[src/rtl/assert_macros.svh]
// ----------------------------------------------------------------------------
// assert_macros.svh
// assertion macros shared by the normalisation factor rtl
// ----------------------------------------------------------------------------
`ifndef ASSERT_MACROS_SVH
`define ASSERT_MACROS_SVH

`ifndef SYNTH
// same-cycle implication
`define AST_IMPL(lbl, ante, cons) \
    lbl: assert property (@(posedge clk) disable iff (!rst_n) (ante) |-> (cons)) \
        else $error("same-cycle check failed");
// next-cycle implication
`define AST_NEXT(lbl, ante, cons) \
    lbl: assert property (@(posedge clk) disable iff (!rst_n) (ante) |=> (cons)) \
        else $error("next-cycle check failed");
`else
`define AST_IMPL(lbl, ante, cons)
`define AST_NEXT(lbl, ante, cons)
`endif

`endif

[src/rtl/sphn_pkg.sv]
// ----------------------------------------------------------------------------
// sphn_pkg
// types and constants of the normalisation factor core
// ----------------------------------------------------------------------------
package sphn_pkg;

    localparam int FIELD_W = 11;
    localparam int EXP_W   = 13;

    // correctly rounded sqrt(2): significand and biased exponent
    localparam logic [52:0] SQRT2_SIG = 53'h16A09E667F3BCD;
    localparam logic [10:0] SQRT2_EXP = 11'd1023;

    localparam logic signed [EXP_W-1:0] SQ_EXP_OFS  = 13'sd1049;
    localparam logic signed [EXP_W-1:0] DV_EXP_OFS  = 13'sd52;
    localparam logic signed [EXP_W-1:0] EXP_OFS     = 13'sd1075;
    localparam logic signed [EXP_W-1:0] SUBN_EXP    = -13'sd1074;
    localparam logic signed [EXP_W-1:0] MIN_ACC_EXP = -13'sd1127;
    localparam logic signed [EXP_W-1:0] ACC_EXP_OFS = 13'sd1127;

    localparam logic [6:0] SQ_STEPS  = 7'd54;
    localparam logic [6:0] DIV_BITS  = 7'd54;
    localparam logic [6:0] MUL_STEPS = 7'd53;

    typedef enum logic [3:0] {
        ST_IDLE,
        ST_CHECK,
        ST_NORM,
        ST_SQP,
        ST_SQ,
        ST_LOOP,
        ST_DIV,
        ST_MULP,
        ST_MUL,
        ST_MNORM,
        ST_MDEN,
        ST_DONE
    } ctrl_state_t;

    typedef enum logic [3:0] {
        OP_NONE,
        OP_LOAD,
        OP_NORM_STEP,
        OP_SQ_PREP,
        OP_SQ_STEP,
        OP_SQ_FIN,
        OP_PROD,
        OP_DIV_STEP,
        OP_DIV_FIN,
        OP_LOAD_SQRT2,
        OP_MUL_PREP,
        OP_MUL_STEP,
        OP_MNORM_STEP,
        OP_MDEN_STEP,
        OP_MFIN
    } dp_op_t;

    typedef struct packed {
        dp_op_t op;
        logic   to_f;
    } dp_cmd_t;

    typedef struct packed {
        logic err;
        logic norm_ok;
        logic sq_end;
        logic k_le_m;
        logic m_nz;
        logic div_end;
        logic mul_end;
        logic mnorm_end;
        logic mden_end;
    } dp_status_t;

endpackage

[src/rtl/sphn_datapath.sv]
// ----------------------------------------------------------------------------
// sphn_datapath
// serial reciprocal, square root and multiplier with rounding, under command
// ----------------------------------------------------------------------------
`include "assert_macros.svh"

module sphn_datapath
    import sphn_pkg::*;
#(
    parameter int DEGREE_BOUND = 2047
)
(
    input  logic               clk,
    input  logic               rst_n,
    input  logic [FIELD_W-1:0] degree,
    input  logic [FIELD_W-1:0] order,
    input  logic               cfg_we,
    input  logic [FIELD_W-1:0] cfg_wdata,
    input  dp_cmd_t            cmd,
    output dp_status_t         status,
    output logic [63:0]        factor_bits,
    output logic               range_error
);

    logic [FIELD_W-1:0]      max_degree_reg;
    logic [FIELD_W-1:0]      l_reg;
    logic [FIELD_W-1:0]      m_reg;
    logic [FIELD_W:0]        k_reg;
    logic                    err_reg;
    logic [6:0]              cnt_reg;

    logic [52:0]             sq_mant_reg;
    logic signed [EXP_W-1:0] sq_e_reg;
    logic [107:0]            sq_x_reg;
    logic [55:0]             sq_rem_reg;
    logic [53:0]             sq_root_reg;

    logic [52:0]             s_sig_reg;
    logic [10:0]             s_exp_reg;
    logic [63:0]             f_reg;

    logic [22:0]             p_reg;
    logic [22:0]             dv_rem_reg;
    logic [53:0]             dv_q_reg;
    logic [5:0]              dv_j_reg;
    logic                    dv_started_reg;

    logic [52:0]             mu_a_reg;
    logic [52:0]             mu_b_reg;
    logic [105:0]            acc_reg;
    logic signed [EXP_W-1:0] mx_reg;

    logic                    load_err;
    logic [53:0]             sq_adj;
    logic [57:0]             sq_rs;
    logic [57:0]             sq_trial;
    logic                    sq_ge;
    logic [57:0]             sq_diff;
    logic                    sq_inc;
    logic [53:0]             sq_r;
    logic signed [EXP_W-1:0] sq_eo;
    logic [52:0]             sq_sig;

    logic [11:0]             pa;
    logic [11:0]             pb;
    logic [23:0]             pp;
    logic [23:0]             dv_rs;
    logic                    dv_ge;
    logic [23:0]             dv_sub;
    logic                    dv_up;
    logic [53:0]             dv_sum;
    logic [52:0]             dv_mant;
    logic signed [EXP_W-1:0] dv_e;

    logic [10:0]             f_exp;
    logic [52:0]             mu_a_init;
    logic signed [EXP_W-1:0] ea;
    logic signed [EXP_W-1:0] eb;
    logic [105:0]            acc_add;
    logic                    acc_zero;
    logic                    mu_up;
    logic [53:0]             mu_r;
    logic signed [EXP_W-1:0] mu_ex;
    logic [63:0]             mu_bits;

    assign load_err = (order > degree) || (degree > max_degree_reg)
                      || (32'(degree) > DEGREE_BOUND);

    // square root, two radicand bits a step
    assign sq_adj   = sq_e_reg[0] ? {sq_mant_reg, 1'b0} : {1'b0, sq_mant_reg};
    assign sq_rs    = {sq_rem_reg, sq_x_reg[107:106]};
    assign sq_trial = {2'b00, sq_root_reg, 2'b01};
    assign sq_ge    = sq_rs >= sq_trial;
    assign sq_diff  = sq_rs - sq_trial;
    assign sq_inc   = sq_root_reg[0] && ((sq_rem_reg != '0) || sq_root_reg[1]);
    assign sq_r     = {1'b0, sq_root_reg[53:1]} + 54'(sq_inc);
    assign sq_eo    = (sq_e_reg >>> 1) + SQ_EXP_OFS + EXP_W'(sq_r[53]);
    assign sq_sig   = sq_r[53] ? sq_r[53:1] : sq_r[52:0];

    // exact integer product and reciprocal, one quotient bit a step
    assign pa      = 12'({1'b0, l_reg} - k_reg + 12'd1);
    assign pb      = 12'({1'b0, l_reg} + k_reg);
    assign pp      = pa * pb;
    assign dv_rs   = {dv_rem_reg, 1'b0};
    assign dv_ge   = dv_rs >= {1'b0, p_reg};
    assign dv_sub  = dv_rs - {1'b0, p_reg};
    assign dv_up   = dv_q_reg[0] && ((dv_rem_reg != '0) || dv_q_reg[1]);
    assign dv_sum  = {1'b0, dv_q_reg[53:1]} + 54'(dv_up);
    assign dv_mant = dv_sum[53] ? dv_sum[53:1] : dv_sum[52:0];
    assign dv_e    = EXP_W'(dv_sum[53]) - EXP_W'(dv_j_reg) - DV_EXP_OFS;

    // shift-add multiplier with subnormal rounding
    assign f_exp     = f_reg[62:52];
    assign mu_a_init = {(f_exp != '0), f_reg[51:0]};
    assign ea        = (f_exp == '0) ? SUBN_EXP : EXP_W'(f_exp) - EXP_OFS;
    assign eb        = EXP_W'(s_exp_reg) - EXP_OFS;
    assign acc_add   = {acc_reg[104:0], 1'b0} + (mu_b_reg[52] ? {53'b0, mu_a_reg} : '0);
    assign acc_zero  = acc_reg == '0;
    assign mu_up     = acc_reg[52] && ((acc_reg[51:0] != '0) || acc_reg[53]);
    assign mu_r      = {1'b0, acc_reg[105:53]} + 54'(mu_up);
    assign mu_ex     = mx_reg + ACC_EXP_OFS;
    assign mu_bits   = {1'b0, mu_ex[10:0], 52'b0} + {10'b0, mu_r};

    always_comb
    begin
        status.err       = err_reg;
        status.norm_ok   = sq_mant_reg[52];
        status.sq_end    = cnt_reg == '0;
        status.k_le_m    = k_reg <= {1'b0, m_reg};
        status.m_nz      = m_reg != '0;
        status.div_end   = dv_started_reg && (cnt_reg == DIV_BITS);
        status.mul_end   = cnt_reg == '0;
        status.mnorm_end = acc_zero || acc_reg[105];
        status.mden_end  = acc_zero || (mx_reg >= MIN_ACC_EXP);
    end

    assign factor_bits = err_reg ? '0 : f_reg;
    assign range_error = err_reg;

    always_ff @(posedge clk or negedge rst_n)
    begin
        if (!rst_n)
        begin
            max_degree_reg <= '0;
        end
        else if (cfg_we)
        begin
            max_degree_reg <= cfg_wdata;
        end
    end

    always_ff @(posedge clk)
    begin
        unique case (cmd.op)
            OP_LOAD:
            begin
                l_reg       <= degree;
                m_reg       <= order;
                k_reg       <= 12'd1;
                err_reg     <= load_err;
                sq_mant_reg <= {41'b0, degree, 1'b1};
                sq_e_reg    <= '0;
            end
            OP_NORM_STEP:
            begin
                sq_mant_reg <= {sq_mant_reg[51:0], 1'b0};
                sq_e_reg    <= sq_e_reg - 13'sd1;
            end
            OP_SQ_PREP:
            begin
                sq_x_reg    <= {sq_adj, 54'b0};
                sq_e_reg    <= sq_e_reg - EXP_W'(sq_e_reg[0]);
                sq_rem_reg  <= '0;
                sq_root_reg <= '0;
                cnt_reg     <= SQ_STEPS;
            end
            OP_SQ_STEP:
            begin
                sq_x_reg    <= {sq_x_reg[105:0], 2'b00};
                sq_rem_reg  <= sq_ge ? sq_diff[55:0] : sq_rs[55:0];
                sq_root_reg <= {sq_root_reg[52:0], sq_ge};
                cnt_reg     <= cnt_reg - 7'd1;
            end
            OP_SQ_FIN:
            begin
                s_sig_reg <= sq_sig;
                s_exp_reg <= sq_eo[10:0];
                if (cmd.to_f)
                begin
                    f_reg <= {1'b0, sq_eo[10:0], sq_sig[51:0]};
                end
            end
            OP_PROD:
            begin
                p_reg          <= pp[22:0];
                k_reg          <= k_reg + 12'd1;
                dv_rem_reg     <= 23'd1;
                dv_q_reg       <= '0;
                dv_j_reg       <= '0;
                dv_started_reg <= 1'b0;
                cnt_reg        <= '0;
            end
            OP_DIV_STEP:
            begin
                dv_rem_reg <= dv_ge ? dv_sub[22:0] : dv_rs[22:0];
                if (!dv_started_reg)
                begin
                    dv_j_reg <= dv_j_reg + 6'd1;
                    if (dv_ge)
                    begin
                        dv_started_reg <= 1'b1;
                        dv_q_reg       <= 54'd1;
                        cnt_reg        <= 7'd1;
                    end
                end
                else
                begin
                    dv_q_reg <= {dv_q_reg[52:0], dv_ge};
                    cnt_reg  <= cnt_reg + 7'd1;
                end
            end
            OP_DIV_FIN:
            begin
                sq_mant_reg <= dv_mant;
                sq_e_reg    <= dv_e;
            end
            OP_LOAD_SQRT2:
            begin
                s_sig_reg <= SQRT2_SIG;
                s_exp_reg <= SQRT2_EXP;
            end
            OP_MUL_PREP:
            begin
                mu_a_reg <= mu_a_init;
                mu_b_reg <= s_sig_reg;
                mx_reg   <= ea + eb;
                acc_reg  <= '0;
                cnt_reg  <= MUL_STEPS;
            end
            OP_MUL_STEP:
            begin
                acc_reg  <= acc_add;
                mu_b_reg <= {mu_b_reg[51:0], 1'b0};
                cnt_reg  <= cnt_reg - 7'd1;
            end
            OP_MNORM_STEP:
            begin
                acc_reg <= {acc_reg[104:0], 1'b0};
                mx_reg  <= mx_reg - 13'sd1;
            end
            OP_MDEN_STEP:
            begin
                acc_reg <= {1'b0, acc_reg[105:2], acc_reg[1] | acc_reg[0]};
                mx_reg  <= mx_reg + 13'sd1;
            end
            OP_MFIN:
            begin
                f_reg <= acc_zero ? '0 : mu_bits;
            end
            default:
            begin
            end
        endcase
    end

    `AST_IMPL(a_sq_step_count, cmd.op == OP_SQ_STEP, cnt_reg != '0)
    `AST_IMPL(a_div_fin_norm, cmd.op == OP_DIV_FIN, dv_started_reg && dv_q_reg[53])

endmodule

[src/rtl/sphn_ctrl.sv]
// ----------------------------------------------------------------------------
// sphn_ctrl
// sequencer for the normalisation factor recursion
// ----------------------------------------------------------------------------
`include "assert_macros.svh"

module sphn_ctrl
    import sphn_pkg::*;
(
    input  logic       clk,
    input  logic       rst_n,
    input  logic       start,
    input  dp_status_t status,
    output dp_cmd_t    cmd,
    output logic       busy,
    output logic       done
);

    ctrl_state_t state_reg;
    ctrl_state_t state_next;
    logic        first_reg;
    logic        first_next;
    logic        final_reg;
    logic        final_next;

    always_ff @(posedge clk or negedge rst_n)
    begin
        if (!rst_n)
        begin
            state_reg <= ST_IDLE;
            first_reg <= 1'b0;
            final_reg <= 1'b0;
        end
        else
        begin
            state_reg <= state_next;
            first_reg <= first_next;
            final_reg <= final_next;
        end
    end

    always_comb
    begin
        state_next = state_reg;
        first_next = first_reg;
        final_next = final_reg;
        cmd.op     = OP_NONE;
        cmd.to_f   = 1'b0;
        unique case (state_reg)
            ST_IDLE:
            begin
                if (start)
                begin
                    cmd.op     = OP_LOAD;
                    first_next = 1'b1;
                    final_next = 1'b0;
                    state_next = ST_CHECK;
                end
            end
            ST_CHECK:
            begin
                state_next = status.err ? ST_DONE : ST_NORM;
            end
            ST_NORM:
            begin
                if (status.norm_ok)
                begin
                    state_next = ST_SQP;
                end
                else
                begin
                    cmd.op = OP_NORM_STEP;
                end
            end
            ST_SQP:
            begin
                cmd.op     = OP_SQ_PREP;
                state_next = ST_SQ;
            end
            ST_SQ:
            begin
                if (status.sq_end)
                begin
                    cmd.op     = OP_SQ_FIN;
                    cmd.to_f   = first_reg;
                    first_next = 1'b0;
                    state_next = first_reg ? ST_LOOP : ST_MULP;
                end
                else
                begin
                    cmd.op = OP_SQ_STEP;
                end
            end
            ST_LOOP:
            begin
                priority if (status.k_le_m)
                begin
                    cmd.op     = OP_PROD;
                    state_next = ST_DIV;
                end
                else if (status.m_nz)
                begin
                    cmd.op     = OP_LOAD_SQRT2;
                    final_next = 1'b1;
                    state_next = ST_MULP;
                end
                else
                begin
                    state_next = ST_DONE;
                end
            end
            ST_DIV:
            begin
                if (status.div_end)
                begin
                    cmd.op     = OP_DIV_FIN;
                    state_next = ST_SQP;
                end
                else
                begin
                    cmd.op = OP_DIV_STEP;
                end
            end
            ST_MULP:
            begin
                cmd.op     = OP_MUL_PREP;
                state_next = ST_MUL;
            end
            ST_MUL:
            begin
                if (status.mul_end)
                begin
                    state_next = ST_MNORM;
                end
                else
                begin
                    cmd.op = OP_MUL_STEP;
                end
            end
            ST_MNORM:
            begin
                if (status.mnorm_end)
                begin
                    state_next = ST_MDEN;
                end
                else
                begin
                    cmd.op = OP_MNORM_STEP;
                end
            end
            ST_MDEN:
            begin
                if (status.mden_end)
                begin
                    cmd.op     = OP_MFIN;
                    state_next = final_reg ? ST_DONE : ST_LOOP;
                end
                else
                begin
                    cmd.op = OP_MDEN_STEP;
                end
            end
            ST_DONE:
            begin
                state_next = ST_IDLE;
            end
            default:
            begin
                state_next = ST_IDLE;
            end
        endcase
    end

    assign busy = state_reg != ST_IDLE;
    assign done = state_reg == ST_DONE;

    `AST_NEXT(a_done_single, done, !done)
    `AST_NEXT(a_accept_busy, start && !busy, busy && !done)

endmodule

[src/rtl/sph_harmonic_norm_const_core.sv]
// ----------------------------------------------------------------------------
// sph_harmonic_norm_const_core
// spherical-harmonic normalisation factor as an ieee double, per request
// ----------------------------------------------------------------------------
// channel   | signals                        | transfer
// ----------|--------------------------------|---------------------------------
// request   | start, busy, degree, order     | edge with start high, busy low
// result    | done, factor_bits, range_error | edge ending the done cycle
// config    | cfg_we, cfg_wdata (max_degree) | edge with cfg_we high
//
// a rejected request goes from check straight to done; order 0 needs only the
// square root, and each order step adds the serial reciprocal, the two-bit-a-step
// root and the bit-serial 53x53 multiplier, with denormalising steps once the
// factor is subnormal; a nonzero order ends with a multiply by sqrt(2)
// one request at a time; busy stays high until the done cycle has passed
// reset clears the sequencer and max_degree; the receiver cannot stall
// ----------------------------------------------------------------------------
module sph_harmonic_norm_const_core
    import sphn_pkg::*;
#(
    parameter int DEGREE_BOUND = 2047
)
(
    input  logic               clk,
    input  logic               rst_n,
    input  logic               start,
    output logic               busy,
    input  logic [FIELD_W-1:0] degree,
    input  logic [FIELD_W-1:0] order,
    input  logic               cfg_we,
    input  logic [FIELD_W-1:0] cfg_wdata,
    output logic               done,
    output logic [63:0]        factor_bits,
    output logic               range_error
);

    dp_cmd_t    cmd;
    dp_status_t status;

    sphn_ctrl u_ctrl (
        .clk    (clk),
        .rst_n  (rst_n),
        .start  (start),
        .status (status),
        .cmd    (cmd),
        .busy   (busy),
        .done   (done)
    );

    sphn_datapath #(
        .DEGREE_BOUND (DEGREE_BOUND)
    ) u_datapath (
        .clk         (clk),
        .rst_n       (rst_n),
        .degree      (degree),
        .order       (order),
        .cfg_we      (cfg_we),
        .cfg_wdata   (cfg_wdata),
        .cmd         (cmd),
        .status      (status),
        .factor_bits (factor_bits),
        .range_error (range_error)
    );

endmodule

[config.mk]
export PLATFORM = sky130hd
export DESIGN_NAME = sph_harmonic_norm_const_core
export DESIGN_NICKNAME = d
export VERILOG_FILES = /design/src/rtl/sphn_pkg.sv /design/src/rtl/sphn_datapath.sv /design/src/rtl/sphn_ctrl.sv /design/src/rtl/sph_harmonic_norm_const_core.sv
export VERILOG_INCLUDE_DIRS = /design/src /design/src/rtl
export SDC_FILE = /design/constraint.sdc
export NUM_CORES = 2
export LEC_CHECK = 0
export BUFFER_PORTS_ARGS = -buffer_cell sky130_fd_sc_hd__buf_2
export CAP_MARGIN = 40
export CORE_MARGIN = 2
export CORE_UTILIZATION = 38
export CTS_CLUSTER_DIAMETER = 80
export DETAILED_ROUTE_END_ITERATION = 10
export PLACE_DENSITY_LB_ADDON = 0.05
export REMOVE_ABC_BUFFERS = 1
export SYNTH_ARGS = -nofsm -noshare
export SYNTH_HDL_FRONTEND = slang
export SYNTH_SLANG_ARGS = --single-unit
[constraint.sdc]
create_clock -name clk -period 9.43 [get_ports clk]
set_clock_uncertainty 0.15 [all_clocks]
set_input_delay 1.886 -clock clk [delete_from_list [all_inputs] [get_ports clk]]
set_output_delay 1.886 -clock clk [all_outputs]
set_load 0.1 [all_outputs]
==> parameters.txt <==
Parameter                              Value

Global route
  First-pass GRT wire length    257,000 microns
  Initial antenna violation count    5
  Pin count of the biggest net entering global routing    76
  GRT Util Overall    23.6%
  Sum of overflow across all layers after global routing    0
  Number of global-route vias before repair    40,945

Routing
  Drt drc    0
  Post-detailed-route count of antenna-violating nets    0
  Aggregate routed wire length    168,000 microns
  Per-cell via count in the routed design    5.59
  Detailed-route wire length per cell    22.7 microns
  Initial detailed-routing violation count    3,497
  First-pass detailed-route iteration total    6
  Total number of vias    41,500

CTS
  Clock network latency to the later pin of the worst-skew pair    730 ps
  Root buffer cell    sky130_fd_sc_hd__clkbuf_16
  Maximum buffer depth of the clock tree    3
  Number of gates resized after CTS    0
  Cts bufs inserted    96
  Post-cts hold buffer count    0
  CTS tree    built
  Number of clock sinks    748
  Clock transition at the registers of the reported paths    60 ps
  Count of buffers added by post-CTS timing repair for setup    0
  Clock H-tree levels    3

Synthesis
  Cell type contributing the most total cell area after synthesis    sky130_fd_sc_hd__edfxtp_1
  Multiplexer fraction of the synthesized cell area    1.78%
  Number of enable flip-flop cells after synthesis    731
  Share of synthesized area occupied by flip-flops and latches    42.7%
  Adder and majority gate portion of the synthesized area    11.2%
  Synth Area in Compound Gates    13.6%
  YS warnings    0
  Dominant combinational cell family by area after synthesis    simple AND/OR/NAND/NOR gates
  Top FF cell, synth    sky130_fd_sc_hd__edfxtp_1
  Synthesized area divided by synthesized cell count    9.45 sq um
  Xor and xnor fraction of the mapped netlist area    6.42%
  Synthesized instance count    5,542
  Post-Syn Area    0.0524 sq mm
  Biggest area contributors in the synthesized netlist    sky130_fd_sc_hd__edfxtp_1 42%, sky130_fd_sc_hd__ha_1 7.2%, sky130_fd_sc_hd__nand2_1 5.5%
  Fraction of registers with async set or reset after synthesis    2.27%
  Total of flip-flops plus latches after synthesis    748
  Cell types with the highest counts after synthesis    765 x sky130_fd_sc_hd__nand2_1, 731 x sky130_fd_sc_hd__edfxtp_1, 438 x sky130_fd_sc_hd__nor2_1, 362 x sky130_fd_sc_hd__inv_1, 340 x sky130_fd_sc_hd__o21ai_0
  Synth cell types    90
  Area share of and/or/nand/nor cells after synthesis    19.5%
  Area share of the largest cell type after synthesis    41.9%
  Most numerous cell in the Yosys netlist    sky130_fd_sc_hd__nand2_1

Final layout
  Ratio of cells with drive above 1 in the final layout    7.11%
  Filler Cells Inserted    13,544
  Area delta synth->final    11.0%
  Number of flip-flops under the largest register name    106
  Post-layout utilization of the core    42.4%
  Count of nets after finishing    5,989

Worst setup path
  Worst Path Buf+Inv    5
  Worst setup path startpoint    u_datapath.k_reg[2]
  Kind of launch point of the worst setup path    flip-flop
  Maximum single-stage delay on the critical path    560 ps
  Arrival time at the worst endpoint    8670 ps
  Depth of the critical timing path with buffers and inverters included    31
  Kind of critical path    reg2reg
  Count of cells along the worst register-to-register path    31
  Crit-path leading delay family    adder cells
  Cell type of the slowest stage on the worst timing path    sky130_fd_sc_hd__fa_1
  Nature of the critical path endpoint    flip-flop
  Startpoint of the most critical register-to-register path    u_datapath.k_reg[2]
  Largest fanout on the critical path    12
  Data required time at the worst endpoint    9750 ps

STA
  Worst-Margin Slew    941 ps
  Setup TNS Final    0 ps
  Max frequency    0.120 GHz
  Final hold vios    0
  RSZ-0062 raised after global routing    false
  Post-route fraction of the period consumed by the critical path    88.6%
  Setup violation total in the final timing report    0
  Final Max Slew Viols    0
  Minimum clock period    8350 ps
  Worst slew margin relative to its limit    36.8%

Floorplan
  Io pins    104
  Die H    375 microns
  Area of the placeable core    0.137 sq mm
  Initial standard-cell utilization of the core    38.2%
  Die footprint    0.141 sq mm
  DIE WIDTH    375 microns
  Number of core rows    136

Run status
  Result of the run    complete, no violations

Placed design
  Placer's final routability congestion estimate    0.932
  Post-detail-place hpwl    125,000 microns
  Buffers added on ports    103

Power and ir drop
  Cell area power density    128 mW/mm^2
  Standby leakage power    22.7 nW
  Largest voltage drop on the vdd net    0.129 mV

Run
  Number of violations of the max-capacitance limit    0

Worst hold path
  Critical hold path startpoint    u_datapath.f_reg[15]
  Cell count of the worst hold path    0
  Type of the tightest min-delay check    reg2reg
## cells in the final DEF (no fill, tap or decap), types with 106 or more instances in the layout
master / instances
sky130_fd_sc_hd__buf_2: 107
sky130_fd_sc_hd__inv_1: 361
sky130_fd_sc_hd__a21oi_1: 255
sky130_fd_sc_hd__nand2_1: 762
sky130_fd_sc_hd__edfxtp_1: 731
sky130_fd_sc_hd__nand3_1: 154
sky130_fd_sc_hd__and2_1: 106
sky130_fd_sc_hd__ha_1: 300
sky130_fd_sc_hd__nor2_1: 436
sky130_fd_sc_hd__xnor2_1: 261
sky130_fd_sc_hd__nor3_1: 114
sky130_fd_sc_hd__xor2_1: 123
sky130_fd_sc_hd__o21ai_0: 338
## metal layers
layer / track usage [%] / part of all wire, %
met1: 31.5 / 45
met2: 39.8 / 48
met3: 2.97 / 4.5
met4: 7.17 / 2.8
met5: 0 / 0.0047
## layout make-up
cell class | instances | area, sq um | area share, %
timing repair buffer | 187 | 1310 | 2.26
multi-input combinational | 4150 | 27700 | 47.6
clock inverter | 61 | 667 | 1.15
inverter | 364 | 1370 | 2.35
tap | 1794 | 2240 | 3.86
sequential | 748 | 22400 | 38.5
antenna | 1 | 2.50 | 0.00430
clock buffer | 117 | 2500 | 4.30
## worst register-to-register path, delay by kind of cell, from the launching register on
kind            cells  cell delay (ps)
buf+inv             5              450
xor+xnor            2              220
compound gates     14             2960
fa+ha+maj           8             3570
flops               1              480
simple gates        2              290
## logic make-up (layout without fill, tap and decap cells)
group / count (synthesis) / after routing
AOI/OAI and AO/OA: 1119 / 1119
xor gates and xnor gates: 384 / 384
adders and majority gates: 405 / 405
buffers and inverters: 644 / 729
DFF: 748 / 748
muxes: 93 / 93
other: 1 / 2
and+or+nand+nor: 2148 / 2148
## stage by stage
stage | power, mW | area (sq um) | hold slack (ps) | worst slack [ps] | cells
after floorplan | 3.70 | 51300 | 268 | -2320 | 5262
after global placement | 3.73 | 54600 | 273 | 1140 | 7221
after detailed placement | 3.73 | 55000 | 274 | 1090 | 7243
after CTS | 7.51 | 58100 | 288 | 1070 | 7421
after global routing | 7.64 | 58100 | 298 | 518 | 7422
final | 7.41 | 58100 | 290 | 1080 | 7422
## power by group
part           internal, mW  switching [mW]
sequential             3.60         0.00112
combinational        0.0219          0.0334
clock                  2.16            1.60
total                  5.78            1.63
## final timing paths
check / slack (ps) / to
setup / recovery: 1080 / u_datapath.p_reg[21]
max in group asynchronous: 7770 / u_datapath.max_degree_reg[6]
min in group asynchronous: 990 / u_datapath.max_degree_reg[10]
hold reg to reg: 290 / u_datapath.mu_a_reg[15]
setup reg to reg: 1080 / u_datapath.p_reg[21]
hold / removal: 290 / u_datapath.mu_a_reg[15]
(Power assumes the default switching activity.)
